[src/sv/wgm_pkg.sv]
`default_nettype none

package wgm_pkg;

    localparam int MAX_PATTERN = 64;
    localparam int LEN_W       = $clog2(MAX_PATTERN + 1);

    localparam logic [7:0] CH_STAR = 8'h2A;
    localparam logic [7:0] CH_ANY  = 8'h3F;

    typedef logic [LEN_W-1:0] len_t;

    typedef enum logic [1:0] {
        MODE_START   = 2'd0,
        MODE_PATTERN = 2'd1,
        MODE_TEXT    = 2'd2,
        MODE_END     = 2'd3
    } mode_t;

    typedef struct packed {
        mode_t      mode;
        logic [7:0] ch;
    } item_t;

    typedef struct packed {
        logic matched;
        logic error;
    } result_t;

    // Broadcast to every cell
    typedef struct packed {
        logic       clear;
        logic       pat_we;
        logic       text_en;
        logic [7:0] ch;
        logic       pat_col;
    } cell_ctl_t;

    // Handed from one cell to the next
    typedef struct packed {
        logic col;
        logic step_new;
    } link_t;

endpackage

`default_nettype wire

[src/sv/wildcard_glob_matcher.sv]
// A result is registered as its end-of-text request is accepted.
// Throughput: one request per cycle in every mode unless a pending result stalls; each
// text byte updates the cell row's whole match column; runs of '*' fold into one cell.
// Reset: rst_n clears the column, lengths and flags at once; a start-job request
// gives the same state. Pattern bytes are payload and need no reset.
`default_nettype none

module wildcard_glob_matcher (
    input  wire               clk,
    input  wire               rst_n,
    input  wire               item_valid,
    output logic              item_ready,
    input  wgm_pkg::item_t    item,
    output logic              result_valid,
    input  wire               result_ready,
    output wgm_pkg::result_t  result
);

    logic                accept;
    logic                is_star_in;
    logic                pat_ok;
    logic                store;

    wgm_pkg::len_t       pat_len_reg;
    wgm_pkg::len_t       pat_len_next;
    wgm_pkg::len_t       slot_cnt_reg;
    wgm_pkg::len_t       slot_cnt_next;
    logic                text_started_reg;
    logic                text_started_next;
    logic                error_reg;
    logic                error_next;
    logic                last_star_reg;
    logic                last_star_next;
    logic                all_star_reg;
    logic                all_star_next;

    logic                result_valid_reg;
    wgm_pkg::result_t    result_reg;
    logic                matched_now;

    wgm_pkg::cell_ctl_t  ctl;
    wgm_pkg::link_t      links [wgm_pkg::MAX_PATTERN+1];
    logic [wgm_pkg::MAX_PATTERN-1:0] sel;
    logic [wgm_pkg::MAX_PATTERN-1:0] last_hit;

    assign item_ready = !result_valid_reg || result_ready;
    assign accept     = item_valid && item_ready;
    assign is_star_in = (item.ch == wgm_pkg::CH_STAR);
    assign pat_ok     = !text_started_reg
                        && (pat_len_reg != wgm_pkg::len_t'(wgm_pkg::MAX_PATTERN));
    // Drop a star that directly follows a star: it leaves the column unchanged
    assign store      = !(is_star_in && last_star_reg);

    always_comb
    begin
        pat_len_next      = pat_len_reg;
        slot_cnt_next     = slot_cnt_reg;
        text_started_next = text_started_reg;
        error_next        = error_reg;
        last_star_next    = last_star_reg;
        all_star_next     = all_star_reg;
        ctl               = '0;
        ctl.ch            = item.ch;
        ctl.pat_col       = all_star_reg && is_star_in;
        if (accept)
        begin
            unique case (item.mode)
                wgm_pkg::MODE_START:
                begin
                    pat_len_next      = '0;
                    slot_cnt_next     = '0;
                    text_started_next = 1'b0;
                    error_next        = 1'b0;
                    last_star_next    = 1'b0;
                    all_star_next     = 1'b1;
                    ctl.clear         = 1'b1;
                end
                wgm_pkg::MODE_PATTERN:
                begin
                    if (pat_ok)
                    begin
                        pat_len_next   = pat_len_reg + 1'b1;
                        last_star_next = is_star_in;
                        all_star_next  = all_star_reg && is_star_in;
                        if (store)
                        begin
                            slot_cnt_next = slot_cnt_reg + 1'b1;
                            ctl.pat_we    = 1'b1;
                        end
                    end
                    else
                    begin
                        error_next = 1'b1;
                    end
                end
                wgm_pkg::MODE_TEXT:
                begin
                    text_started_next = 1'b1;
                    ctl.text_en       = 1'b1;
                end
                wgm_pkg::MODE_END:
                begin
                end
                default:
                begin
                end
            endcase
        end
    end

    always_ff @(posedge clk or negedge rst_n)
    begin
        if (!rst_n)
        begin
            pat_len_reg      <= '0;
            slot_cnt_reg     <= '0;
            text_started_reg <= 1'b0;
            error_reg        <= 1'b0;
            last_star_reg    <= 1'b0;
            all_star_reg     <= 1'b1;
        end
        else
        begin
            pat_len_reg      <= pat_len_next;
            slot_cnt_reg     <= slot_cnt_next;
            text_started_reg <= text_started_next;
            error_reg        <= error_next;
            last_star_reg    <= last_star_next;
            all_star_reg     <= all_star_next;
        end
    end

    // Empty prefix matches only the empty text
    assign links[0].col      = !text_started_reg;
    assign links[0].step_new = 1'b0;

    for (genvar i = 0; i < wgm_pkg::MAX_PATTERN; i++)
    begin : g_cell
        assign sel[i]      = (slot_cnt_reg == wgm_pkg::len_t'(i));
        assign last_hit[i] = links[i+1].col && (slot_cnt_reg == wgm_pkg::len_t'(i + 1));

        wgm_cell u_cell (
            .clk   (clk),
            .rst_n (rst_n),
            .ctl   (ctl),
            .sel   (sel[i]),
            .prev  (links[i]),
            .link  (links[i+1])
        );
    end

    assign matched_now = (slot_cnt_reg == '0) ? !text_started_reg : (|last_hit);

    always_ff @(posedge clk or negedge rst_n)
    begin
        if (!rst_n)
        begin
            result_valid_reg <= 1'b0;
        end
        else if (accept && (item.mode == wgm_pkg::MODE_END))
        begin
            result_valid_reg <= 1'b1;
        end
        else if (result_ready)
        begin
            result_valid_reg <= 1'b0;
        end
    end

    always_ff @(posedge clk)
    begin
        if (accept && (item.mode == wgm_pkg::MODE_END))
        begin
            result_reg.matched <= matched_now;
            result_reg.error   <= error_reg;
        end
    end

    assign result_valid = result_valid_reg;
    assign result       = result_reg;

    a_slots_within_len: assert property (@(posedge clk) disable iff (!rst_n)
        slot_cnt_reg <= pat_len_reg)
        else $error("stored slots exceed pattern length");

    a_len_bound: assert property (@(posedge clk) disable iff (!rst_n)
        pat_len_reg <= wgm_pkg::len_t'(wgm_pkg::MAX_PATTERN))
        else $error("pattern length beyond bound");

    a_empty_agree: assert property (@(posedge clk) disable iff (!rst_n)
        (pat_len_reg == '0) == (slot_cnt_reg == '0))
        else $error("slot count and pattern length disagree on empty");

    a_error_sticky: assert property (@(posedge clk) disable iff (!rst_n)
        (error_reg && !(accept && (item.mode == wgm_pkg::MODE_START))) |=> error_reg)
        else $error("error flag dropped without start job");

    a_result_cause: assert property (@(posedge clk) disable iff (!rst_n)
        $rose(result_valid_reg) |-> $past(accept && (item.mode == wgm_pkg::MODE_END)))
        else $error("result without end-of-text request");

endmodule

`default_nettype wire

[src/sv/wgm_cell.sv]
`default_nettype none

module wgm_cell (
    input  wire                   clk,
    input  wire                   rst_n,
    input  wgm_pkg::cell_ctl_t    ctl,
    input  wire                   sel,
    input  wgm_pkg::link_t        prev,
    output wgm_pkg::link_t        link
);

    logic       col_reg;
    logic       col_next;
    logic [7:0] char_reg;
    logic       is_star;
    logic       char_hit;
    logic       step_new;

    assign is_star  = (char_reg == wgm_pkg::CH_STAR);
    assign char_hit = (char_reg == ctl.ch) || (char_reg == wgm_pkg::CH_ANY);
    // New column bit as if this slot held a plain byte or '?'
    assign step_new = prev.col & char_hit;

    always_comb
    begin
        col_next = col_reg;
        priority if (ctl.clear)
        begin
            col_next = 1'b0;
        end
        else if (ctl.pat_we && sel)
        begin
            col_next = ctl.pat_col;
        end
        else if (ctl.text_en)
        begin
            // A star never follows a star here, so the neighbour's plain result is its new bit
            col_next = is_star ? (prev.step_new | col_reg) : step_new;
        end
        else
        begin
            col_next = col_reg;
        end
    end

    always_ff @(posedge clk or negedge rst_n)
    begin
        if (!rst_n)
        begin
            col_reg <= 1'b0;
        end
        else
        begin
            col_reg <= col_next;
        end
    end

    always_ff @(posedge clk)
    begin
        if (ctl.pat_we && sel)
        begin
            char_reg <= ctl.ch;
        end
    end

    assign link.col      = col_reg;
    assign link.step_new = step_new;

endmodule

`default_nettype wire

[config.mk]
export PLATFORM = sky130hd
export DESIGN_NAME = wildcard_glob_matcher
export DESIGN_NICKNAME = d
export VERILOG_FILES = /design/src/sv/wgm_pkg.sv /design/src/sv/wildcard_glob_matcher.sv /design/src/sv/wgm_cell.sv
export SDC_FILE = /design/constraint.sdc
export NUM_CORES = 1
export LEC_CHECK = 0
export BUFFER_PORTS_ARGS = -buffer_cell sky130_fd_sc_hd__buf_2
export CORE_MARGIN = 2
export CORE_UTILIZATION = 54
export CTS_BUF_LIST = sky130_fd_sc_hd__clkbuf_4 sky130_fd_sc_hd__clkbuf_8
export CTS_CLUSTER_DIAMETER = 50
export DETAILED_ROUTE_END_ITERATION = 7
export PLACE_DENSITY_LB_ADDON = 0.2
export SLEW_MARGIN = 20
export SYNTH_ARGS = -nofsm -noshare
export SYNTH_HDL_FRONTEND = slang
export SYNTH_HIERARCHICAL = 1
export SYNTH_SLANG_ARGS = --single-unit
[constraint.sdc]
create_clock -name clk -period 13.4 [get_ports clk]
set_clock_uncertainty 0.1 [all_clocks]
set_input_delay 1.34 -clock clk [delete_from_list [all_inputs] [get_ports clk]]
set_output_delay 1.34 -clock clk [all_outputs]
set_load 0.01 [all_outputs]
==> impl_metrics.yaml <==
clock_tree:
  cts_setup_buffers: 0
  insertion_delay_ns: 0.71
  ctsResizeCount: 0
  cts-root-buf: "clkbuf_8"
  cts_tree: "built"
  cts_buffer_depth: 3
  cts.sinks: 597
  cts_htree_levels: 3
  hold_buffers: 0
  numCtsBuffers: 98
  clkSlewWorstSetupHoldPaths_ns: 0.06
timing:
  fmax_ghz: 0.214
  fin_ws_ns: 8.74
  tightest_slew_ns: 1.10
  finalCritPeriodShare: 0.348
  hold-worst-slack_ns: 0.393
  hold_viol: 0
  tns_ns: 0
  rsz0062_at_grt: "false"
  maxSlewHeadroom: 0.270
  setup_violations: 0
  drv_slew: 0
  min_period_ns: 4.66
synth:
  synth_warnings: 6
  netlist_instances: 2806
  netlist_area_um2: 33600
  syn_nets: 2826
  avgSynthCellArea_um2: 12.0
die:
  dieWidth_um: 253
  num_rows: 91
  dieHeight_um: 253
  core_area_um2: 61600
  io_pins: 18
  initial_core_util: 0.545
  fp.dieArea_um2: 64100
place:
  port_buffers: 17
  place_hpwl_um: 50800
  gp_congestion: 0.874
  dp_slack_ns: 8.05
critical_path:
  worst-path-buf-inv: 4
  slowest_stage: "buf_4"
  slowest_delay_ns: 0.95
  critPathKind: "in2reg"
  crit_family: "buffers and inverters"
  crit_path_end_kind: "flop"
  crit_arrival_ns: 4.92
  critPathLaunchType: "input port"
  crit_fanout: 99
  crit_chain: "buf_6 -> nor4bb_1 -> and2_1 -> a2111oi_4 -> buf_4 -> buf_4 -> nand2_1 -> inv_1"
  crit_top_cell: "buf_4"
  cp.required_ns: 13.65
finish:
  syn_to_final_growth_pct: 7.11
  num-nets-final: 2822
  antenna_cells: 0
  multi_input_area_um2: 14700
  drive_gt1_frac: 0.189
  seqCellArea_um2: 17500
  largest_reg_flops: 512
  n_fill_cell: 4968
routing:
  drc: 0
  wl_um: 83000
  vias: 23000
  firstDrtPassIters: 5
  drtAntennaViolNets: 0
  via_per_inst: 6.18
  drt_iter0_markers: 1801
  wl_per_cell_um: 22.3
run_status:
  run_status: "finished clean"
grt:
  grt_pass1_wl_um: 130000
  grt_pass1_vias: 23500
  grt_overflow: 0
  antenna_found_initial: 0
  grt_max_degree: 106
  grt.total_usage: 0.261
min_path:
  hold_class: "reg2reg"
pwr:
  powerDensity_nw_per_um2: 113
  ir_worst_vdd_v: 0.000107
  p_leak_nw: 12.6
  power_mw: 4.05
flow_run:
  drv_cap: 0
-- final timing paths --
path                                            startpoint                                       to  slack, ns  depth (start not counted)
worst max-delay path                               item[0]  g_cell[31].u_cell/char_reg[1]$_DFFE_PP_       8.74                          8
worst min-delay path                 error_reg$_DFFE_PN0P_                      result[0]$_DFFE_PP_       0.39                          0
worst max register to register  pat_len_reg[0]$_DFFE_PN0P_  g_cell[31].u_cell/char_reg[1]$_DFFE_PP_       9.23                          8
worst min register to register       error_reg$_DFFE_PN0P_                      result[0]$_DFFE_PP_       0.39                          0
max in group asynchronous                            rst_n    g_cell[49].u_cell/col_reg$_DFFE_PN0P_      11.23                          2
min in group asynchronous                            rst_n    g_cell[12].u_cell/col_reg$_DFFE_PN0P_       0.57                          1
-- layer usage --
layer | routed length [um] | vias up | global-route usage | share of wire
li1 | - | 10400 | - | -
met4 | 2840 | 0 | 0.113 | 0.034
met1 | 36000 | 11500 | 0.350 | 0.43
met3 | 5190 | 171 | 0.0359 | 0.063
met5 | 0 | - | 0 | 0
met2 | 39000 | 832 | 0.426 | 0.47
-- worst reg2reg max path: stages (launching register included) --
cell       delay (ns)
dfrtp_1          0.41
inv_1            0.06
ha_1             0.22
a41o_1           0.26
a2111oi_4        0.33
buf_4            0.83
buf_4            0.96
nand2_1          0.34
inv_1            0.31
-- per-stage QoR --
step / instance area [um^2] / utilization / cells
global placement: 33900 / 0.551 / 3539
floorplan: 33600 / - / 2806
global route: 35900 / 0.583 / 3718
detailed placement: 33900 / 0.551 / 3539
CTS: 35900 / 0.583 / 3718
finish: 35900 / 0.583 / 3718
-- cells in the final DEF, fill, tap and decap left out, types with 69 or more instances in the layout --
master / count
xnor2_1: 515
or3_1: 69
edfxtp_1: 514
dfrtp_1: 82
clkbuf_8: 109
nand3_1: 203
o21ai_0: 77
inv_1: 75
nand4_1: 132
a21oi_1: 72
nand2_1: 92
nor2_1: 213
-- layout make-up --
type	count	share of cell area
flip-flops and latches	597	0.487
multi-input cells	1983	0.409
clock buffers	146	0.0495
well taps	837	0.0291
repair buffers	47	0.0104
inverters	75	0.00783
clock inverters	33	0.00630
-- power breakdown --
| group | internal, mW | leakage, nW | switching (mW) |
|---|---|---|---|
| logic | 0.113 | 5.74 | 0.265 |
| clock network | 0.904 | 1.07 | 0.720 |
| registers | 2.04 | 5.77 | 0.0129 |
| total | 3.05 | 12.6 | 0.998 |
No activity file was read; power rests on OpenSTA's default activity.
